## config.mk

```make
export PLATFORM = sky130hd
export DESIGN_NAME = toy_machine_alu_8bit
export DESIGN_NICKNAME = d
export VERILOG_FILES = /design/src/rtl/tmalu_pkg.sv /design/src/rtl/tmalu_front.sv /design/src/rtl/tmalu_mag.sv /design/src/rtl/tmalu_norm.sv /design/src/rtl/toy_machine_alu_8bit.sv
export SDC_FILE = /design/constraint.sdc
export NUM_CORES = 1
export LEC_CHECK = 0
export BUFFER_PORTS_ARGS = -buffer_cell sky130_fd_sc_hd__buf_2
export CORE_MARGIN = 2
export CORE_UTILIZATION = 53
export DETAILED_ROUTE_END_ITERATION = 12
export PLACE_DENSITY = 0.8
export SLEW_MARGIN = 20
export SYNTH_ARGS = -nofsm -noshare
export SYNTH_HDL_FRONTEND = slang
export SYNTH_SLANG_ARGS = --single-unit
```

## constraint.sdc

```tcl
create_clock -name clk -period 5.25 [get_ports clk]
set_input_delay 1.05 -clock clk [delete_from_list [all_inputs] [get_ports clk]]
set_output_delay 1.05 -clock clk [all_outputs]
set_load 0.01 [all_outputs]
```

## src/rtl/tmalu_pkg.sv

```systemverilog
// ----------------------------------------------------------------------------
// tmalu_pkg
// Types and codes shared by the toy machine ALU.
// ----------------------------------------------------------------------------
package tmalu_pkg;

  typedef enum logic [2:0] {
    KIND_INT_ADD   = 3'd0,
    KIND_FLOAT_ADD = 3'd1,
    KIND_OR        = 3'd2,
    KIND_AND       = 3'd3,
    KIND_XOR       = 3'd4,
    KIND_ROR       = 3'd5
  } kind_t;

  typedef struct packed {
    logic [2:0] kind;
    logic [7:0] operand_a;
    logic [7:0] operand_b;
    logic [3:0] rotate_amount;
  } alu_in_t;

  typedef struct packed {
    logic [7:0] result;
    logic       overflow;
  } alu_out_t;

  // stage 1 -> stage 2: signed float sum and early results
  typedef struct packed {
    logic       valid;
    logic       is_float;
    logic [7:0] early_result;
    logic       early_ovf;
    logic [12:0] sum;   // signed float sum, units of 2^-8
  } s1_t;

  // stage 2 -> stage 3: sign and magnitude
  typedef struct packed {
    logic       valid;
    logic       is_float;
    logic [7:0] early_result;
    logic       early_ovf;
    logic       sign;
    logic [11:0] mag;
  } s2_t;

endpackage

```

## src/rtl/tmalu_front.sv

```systemverilog
// ----------------------------------------------------------------------------
// tmalu_front
// Stage 1: integer and logic ops, float operand alignment and signed add.
// ----------------------------------------------------------------------------
module tmalu_front import tmalu_pkg::*; (
  input  logic    clk,
  input  logic    rst,
  input  logic    in_valid,
  input  alu_in_t in_beat,
  output s1_t     s1
);

  logic [8:0]  int_sum;
  logic [12:0] va, vb;
  logic [7:0]  res;
  logic        ovf;
  logic [2:0]  amt;

  always_comb begin
    int_sum = {1'b0, in_beat.operand_a} + {1'b0, in_beat.operand_b};
    amt = in_beat.rotate_amount[2:0];
    va = 13'(in_beat.operand_a[3:0]) << in_beat.operand_a[6:4];
    vb = 13'(in_beat.operand_b[3:0]) << in_beat.operand_b[6:4];
    if (in_beat.operand_a[7]) va = -va;
    if (in_beat.operand_b[7]) vb = -vb;
    res = '0;
    ovf = 1'b0;
    case (in_beat.kind)
      KIND_INT_ADD: begin
        res = int_sum[7:0];
        ovf = (in_beat.operand_a[7] == in_beat.operand_b[7]) &&
              (int_sum[7] != in_beat.operand_a[7]);
      end
      KIND_OR:  res = in_beat.operand_a | in_beat.operand_b;
      KIND_AND: res = in_beat.operand_a & in_beat.operand_b;
      KIND_XOR: res = in_beat.operand_a ^ in_beat.operand_b;
      KIND_ROR: res = 8'({in_beat.operand_a, in_beat.operand_a} >> amt);
      default: ;
    endcase
  end

  always_ff @(posedge clk) begin
    if (rst) begin
      s1.valid <= 1'b0;
    end else begin
      s1.valid <= in_valid;
    end
    s1.is_float     <= (in_beat.kind == KIND_FLOAT_ADD);
    s1.early_result <= res;
    s1.early_ovf    <= ovf;
    s1.sum          <= va + vb;
  end

endmodule

```

## src/rtl/tmalu_mag.sv

```systemverilog
// ----------------------------------------------------------------------------
// tmalu_mag
// Stage 2: sign and magnitude of the float sum.
// ----------------------------------------------------------------------------
module tmalu_mag import tmalu_pkg::*; (
  input  logic clk,
  input  logic rst,
  input  s1_t  s1,
  output s2_t  s2
);

  logic [12:0] neg;

  assign neg = -s1.sum;

  always_ff @(posedge clk) begin
    if (rst) begin
      s2.valid <= 1'b0;
    end else begin
      s2.valid <= s1.valid;
    end
    s2.is_float     <= s1.is_float;
    s2.early_result <= s1.early_result;
    s2.early_ovf    <= s1.early_ovf;
    s2.sign         <= s1.sum[12];
    s2.mag          <= s1.sum[12] ? neg[11:0] : s1.sum[11:0];
  end

endmodule

```

## src/rtl/tmalu_norm.sv

```systemverilog
// ----------------------------------------------------------------------------
// tmalu_norm
// Stage 3: normalize, truncate, saturate and select the result.
// ----------------------------------------------------------------------------
module tmalu_norm import tmalu_pkg::*; (
  input  logic     clk,
  input  logic     rst,
  input  s2_t      s2,
  output logic     done,
  output alu_out_t out_beat
);

  logic [3:0] e;
  logic [3:0] m;
  logic [7:0] fres;
  logic       fovf;

  always_comb begin
    e = 4'd0;
    for (int i = 4; i < 12; i++) begin
      if (s2.mag[i]) e = 4'(i - 3);
    end
    m = 4'(s2.mag >> e);
    fovf = (e > 4'd7);
    if (s2.mag == '0)  fres = 8'h00;
    else if (fovf)     fres = {s2.sign, 7'h7f};
    else               fres = {s2.sign, e[2:0], m};
  end

  always_ff @(posedge clk) begin
    if (rst) begin
      done <= 1'b0;
    end else begin
      done <= s2.valid;
    end
    out_beat.result   <= s2.is_float ? fres : s2.early_result;
    out_beat.overflow <= s2.is_float ? fovf : s2.early_ovf;
  end

endmodule

```

## src/rtl/toy_machine_alu_8bit.sv

```systemverilog
// ----------------------------------------------------------------------------
// toy_machine_alu_8bit
// 8-bit ALU of a textbook machine: int add, float add, or, and, xor, rotate.
// ----------------------------------------------------------------------------
// An operation is taken whenever start is high; busy is always low, so one
// beat enters per cycle. Each result appears for one cycle with done high,
// after passing through the three register stages (align and add,
// sign/magnitude, normalize). The receiver cannot stall.
module toy_machine_alu_8bit import tmalu_pkg::*; (
  input  logic     clk,
  input  logic     rst,
  input  logic     start,
  output logic     busy,
  input  alu_in_t  operation,
  output logic     done,
  output alu_out_t answer
);

  s1_t s1;
  s2_t s2;

  assign busy = 1'b0;

  tmalu_front u_front (.clk, .rst, .in_valid(start), .in_beat(operation), .s1);
  tmalu_mag   u_mag   (.clk, .rst, .s1, .s2);
  tmalu_norm  u_norm  (.clk, .rst, .s2, .done, .out_beat(answer));

endmodule
```

# Word level (Yosys, flattened, before mapping)
# Index checks and enable logic that the tools add are counted.
[op_classes]
n_eq_ne = 7
n_reduce_logical = 3
n_bitwise = 3
n_lt_le_gt_ge = 1
mux = 16
shifts = 4
n_addsub = 5
n_div = 0
multipliers = 0
[op_table]
columns = ["operator", "count"]
rows = [
  ["one-hot mux 8 bit (5 select lines)", 1],
  ["2-to-1 mux 13 bit", 2],
  ["negator 13 bit", 2],
  ["left shift 4 x 3 -> 13 bit", 2],
  ["2-to-1 mux 8 bit", 2],
  ["right shift 16 x 3 -> 8 bit", 1],
  ["adder 13 bit", 1],
  ["zero test 12 bit", 1],
  ["2-to-1 mux 12 bit", 1],
  ["2-to-1 mux 3 bit", 4],
  ["negator 12 bit", 1],
  ["right shift 12 x 4 -> 4 bit", 1],
  ["adder 8 bit", 1],
  ["AND 8 bit", 1],
  ["bitwise OR 8 bit", 1],
  ["XOR 8 bit", 1],
  ["2-to-1 mux 7 bit", 1],
  ["equality test 3 x 2 -> 1 bit, second input constant", 2],
  ["equality test 3 bit, second input constant", 2],
  ["> comparator 4 x 3 -> 1 bit, second input constant", 1],
  ["2-to-1 mux 2 bit", 2],
  ["2-to-1 mux 4 bit", 1],
  ["equality test 3 x 1 -> 1 bit, second input constant", 1],
  ["zero test 3 bit", 1],
  ["4 further kinds", 5],
]
[word_totals]
register_bits = 58
input_bits = 26
romBits = 0
latchBits = 0
output_inout_bits = 11
elab_cells = 53
ram_bits = 0
n_memories = 0

# Depth between registers and ports, before layout
[logic_depth]
depth_word = 12
ltp_mapped = 16
mapped_depth_nobuf = 15

# Cells and area by module
# From an unflattened synthesis, not the netlist that was laid out.
[hier_totals]
cells_unflattened = 578
area_unflattened_um2 = 4788.3
[by_module_without_submodules]
columns = ["module", "n_inst", "seq_area_each_um2", "cells_per_inst", "area_each_um2"]
rows = [
  ["tmalu_front", 1, 480.5, 427, 3293.2],
  ["tmalu_norm", 1, 200.2, 94, 757.0],
  ["tmalu_mag", 1, 480.5, 55, 726.9],
  ["toy_machine_alu_8bit", 1, 0.0, 2, 11.3],
]

# Worst setup path after synthesis
# No wires, ideal clock.
[synth_timing]
path_type = "input port to flip-flop"
from = "input operation[9] (netlist name)"
to = "register, netlist name u_front.s1[12]"
n_path_buf = 1
setup_slack_ns = 1.261
required_ns = 5.119
arrival_time_ns = 3.858
setup_ns = 0.131
stages = 12
path_cell_list = "clkdlybuf4s18_2 clkinv_1 nand3_1 ha_1 o311ai_1 or3b_4 o31a_1 o311ai_1 ha_1 or3_1 o211ai_1 xor3_1"
[synth_between]
elab_chain_len = 4
[synth_lines]
columns = ["item", "line", "rtl"]
rows = [
  ["start, declared", "toy_machine_alu_8bit.sv:14", "input alu_in_t operation,"],
  ["left shift 4 x 3 -> 13 bit *", "tmalu_front.sv:23", "vb = 13'(in_beat.operand_b[3:0]) << in_beat.operand_b[6:4];"],
  ["negator 13 bit", "tmalu_front.sv:25", "if (in_beat.operand_b[7]) vb = -vb;"],
  ["2-to-1 mux 13 bit *", "tmalu_front.sv:25", ""],
  ["adder 13 bit *", "tmalu_front.sv:51", "s1.sum <= va + vb;"],
]
# Every way passes the cells marked *; elsewhere a longest branch is shown, timed or not.
# A chain may end at the register's enable or synchronous reset.

# Final worst setup path
[layout_timing]
from = "input operation[9] (netlist name)"
to = "register, netlist name u_front.s1[12]"
[layout_between]
elab_chain_len = 4
[layout_lines]
columns = ["item", "line"]
rows = [
  ["left shift 4 x 3 -> 13 bit *", "tmalu_front.sv:23"],
  ["negator 13 bit", "tmalu_front.sv:25"],
  ["2-to-1 mux 13 bit *", "tmalu_front.sv:25"],
  ["adder 13 bit *", "tmalu_front.sv:51"],
]
# Marked as above.

==> metrics.yaml <==
outcome: "complete, no violations"
hold_violations: 0
post-route-period-util_pct: 80.5
rsz0062_at_grt: "false"
yosys_warnings: 0
io-pin-count: 37
p_sw_mw: 0.649
die_y_um: 96.6
detail-route-antenna-nets: 0
placed_area_sq_um: 4650
first_global_vias: 3479
peakVddDrop_mv: 0.167
insertion_delay_ns: 0.32
fp.dieArea_sq_um: 9330
cpMaxStageDelayCell: "xor3_1"
synthesis.area_sq_um: 4540
initial_core_util_pct: 55.0
dp_hpwl_um: 7950
vias: 4023
drv_slew: 0
io_buffers: 34
globalRouteTotalUtil_pct: 22.8
worst-path-max-fanout: 18
drc: 0
cts_hold_buffers: 0
cts_made_buffers: 9
synthAdderAreaFrac_pct: 9.42
wl_um: 10300
worst-path-buf-inv: 2
synth-compound-area-share_pct: 23.5
crit_path_start_kind: "input pin"
min_period_ns: 4.22
drive_above_1_share_pct: 12.1
cts.htree.levels: 3
antenna_cells: 0
ys.flop_type: "dfxtp_1"
hold_class: "reg2reg"
grt_pass1_wl_um: 16600
path_clk_slew_ns: 0.06
rows: 33
crit_type: "in2reg"
dp.cells: 661
syn-mean-instance-area_sq_um: 8.20
postCtsSetupRepairBufs: 0
pwr_density_cell_nw_per_um2: 352
synth_mux_area_share_pct: 7.85
worstPathArrival_ns: 4.42
p_sw_share_pct: 38.3
holdWs_ns: 0.323
coreArea_sq_um: 8260
drt_pre_antenna_iters: 5
setup_viol: 0
globalplace.congestion: 0.945
syn_inst: 554
cts_resized: 0
tritoncts: "yes"
p_comb_share_pct: 39.1
synth_cell_type_count: 71
stdcell_count: 677
crit_path_cell_trace: "buf_2, clkinv_1, nand3_1, ha_1, o311ai_1, or3b_4, o31a_1, o311ai_1, ha_1, or3_1, o211ai_1, xor3_1"
synth_edf_count: 0
syn_to_final_growth_pct: 6.06
cp-end-kind: "register"
slew_headroom_pct: 57.8
setup_total_negative_slack_ns: 0
cts_num_sinks: 58
synthXorXnorAreaFrac_pct: 8.62
fin_area_sq_um: 4820
async_reset_ff_share_pct: 0
p_int_mw: 1.05
skew_ns: 0.00743
crit_required_ns: 5.44
tightest_slew_ns: 0.628
viasPerCell: 5.94
gr-total-overflow: 0
yosys.area_share.simple_pct: 18.3
drtIter0Drc: 266
grt_max_degree: 23
seqPwrFrac_pct: 41.3
fmax_mhz: 237
cts_root_buffer: "clkbuf_8"
slowest_delay_ns: 0.44
drv_cap: 0
clkPwrFrac_pct: 19.7
ys_ff_latch: 58
nets: 626
critical-path-top-delay-family: "simple AND/OR/NAND/NOR gates"
syn-num-nets: 613
drt-wirelength-per-cell_um: 15.3
num-fill-cells: 777
ys_seq_area_share_pct: 25.6
fp.dieW_um: 96.6
clk_path_buf_depth: 2
power.leakage_nw: 2.03
synth_top_family_by_area: "compound AO/OA/AOI/OAI gates"
antenna_found_initial: 0
[layer usage]
layer  vias up  wire, um  GRT usage, %  part of all wire, %
li1       2014         -             -                    -
met1      1833      4700          31.6                   46
met2       165      4840          37.0                   47
met3        11       625          2.48                  6.1
met4         0       161          7.63                  1.6
met5         -         0             0                    0
[synthesized netlist by cell type (all sizes together), types with 4 or more instances]
cell    instances  area, sq um
a21oi          36          188
a21o            9         68.8
o31ai           9         67.6
nand2          42          158
o21a           10         75.1
a31oi           5         31.3
mux2i          13          143
o211ai          5         37.5
and3            4         25.0
buf            12         78.8
or3             7         43.8
o21ai          46          230
mux4            8          180
nand3           8         40.0
nor3           17         90.1
ha             31          388
nand4           4         25.0
dfxtp          58         1160
nand2b         12         75.1
clkbuf         19          101
nor2           46          173
inv            30          113
xnor2          31          272
o22ai           5         31.3
a211oi          6         50.1
xor2           11         96.3
nor2b          15         96.3
[area by class of cell]
cell class,instances,area [sq um],area share [%]
multi-input combinational,433,3080,63.8
clock inverter,3,15.0,0.312
sequential,58,1160,24.1
tap,105,131,2.73
timing repair buffer,34,170,3.53
inverter,31,116,2.41
clock buffer,13,149,3.09
[metrics by stage]
step / setup slack (ns) / util (%) / power [mW]
4_1_cts: 1.08 / 58.3 / 1.69
3_3_place_gp: 0.786 / 56.4 / 1.34
3_5_place_dp: 0.755 / 56.4 / 1.36
5_1_grt: 0.771 / 58.3 / 1.82
6_report: 1.03 / 58.3 / 1.69
2_1_floorplan: 1.26 / - / 1.20
[cells in the final DEF, fill, tap and decap left out, types with 3 or more instances in the layout]
master / count
nand2_1: 42
o31ai_1: 9
nor3b_1: 3
nand4_1: 4
a21oi_1: 34
a211oi_1: 5
inv_1: 29
xor2_1: 11
clkbuf_1: 3
o221ai_1: 3
a2111oi_0: 3
clkbuf_8: 10
mux2i_1: 12
mux4_2: 8
or3_1: 7
and3_1: 4
a31oi_1: 5
o21ai_0: 46
o21a_1: 10
mux2_2: 3
nor3_1: 16
nor4_1: 3
dfxtp_1: 58
nand2b_1: 12
nor2b_1: 14
o22ai_1: 5
ha_1: 31
buf_2: 34
nor2_1: 46
o32ai_1: 3
a32oi_1: 3
xnor2_1: 31
o31a_1: 3
a21o_1: 8
o211ai_1: 5
nand3_1: 8
clkinv_2: 3
[worst reg2reg max path, cell delays in order (launching register included)]
cell	delay, ns
dfxtp_1	0.41
and2b_1	0.17
o21bai_1	0.08
a21oi_1	0.54
nor2_1	0.15
a2111oi_0	0.55
o32ai_1	0.16
[cells by family (layout without fill, tap and decap cells)]
logic type      Yosys count  after routing
simple gates            169            169
compound gates          163            163
buf+inv                  63             81
flops                    58             58
xor+xnor                 43             43
fa+ha+maj                33             33
mux                      24             24
other cells               1              1
[power groups by stage]
stage               Sequential, mW  Combinational (mW)  Clock (mW)
floorplan                    0.637               0.568           0
global placement             0.700               0.636           0
detailed placement           0.706               0.653           0
CTS                          0.696               0.656       0.342
global route                 0.720               0.738       0.364
finish                       0.699               0.662       0.333
[state kept, by name, indices dropped and copies added (netlist names)]
register	cells
u_mag.s2	24
u_norm.out_beat	9
u_front.s1	24
u_norm.done	1
[path summary, 6_finish.rpt]
kind | start | end | slack, ns | depth (start not counted)
max reg2reg | u_mag.s2[4]$_DFF_P_ | u_norm.out_beat[2]$_DFF_P_ | 3.04 | 6
min reg2reg | u_front.s1[19]$_DFF_P_ | u_mag.s2[19]$_DFF_P_ | 0.32 | 0
max | operation[9] | u_front.s1[12]$_DFF_P_ | 1.03 | 12
min | u_front.s1[19]$_DFF_P_ | u_mag.s2[19]$_DFF_P_ | 0.32 | 0
(Power assumes the default switching activity.)
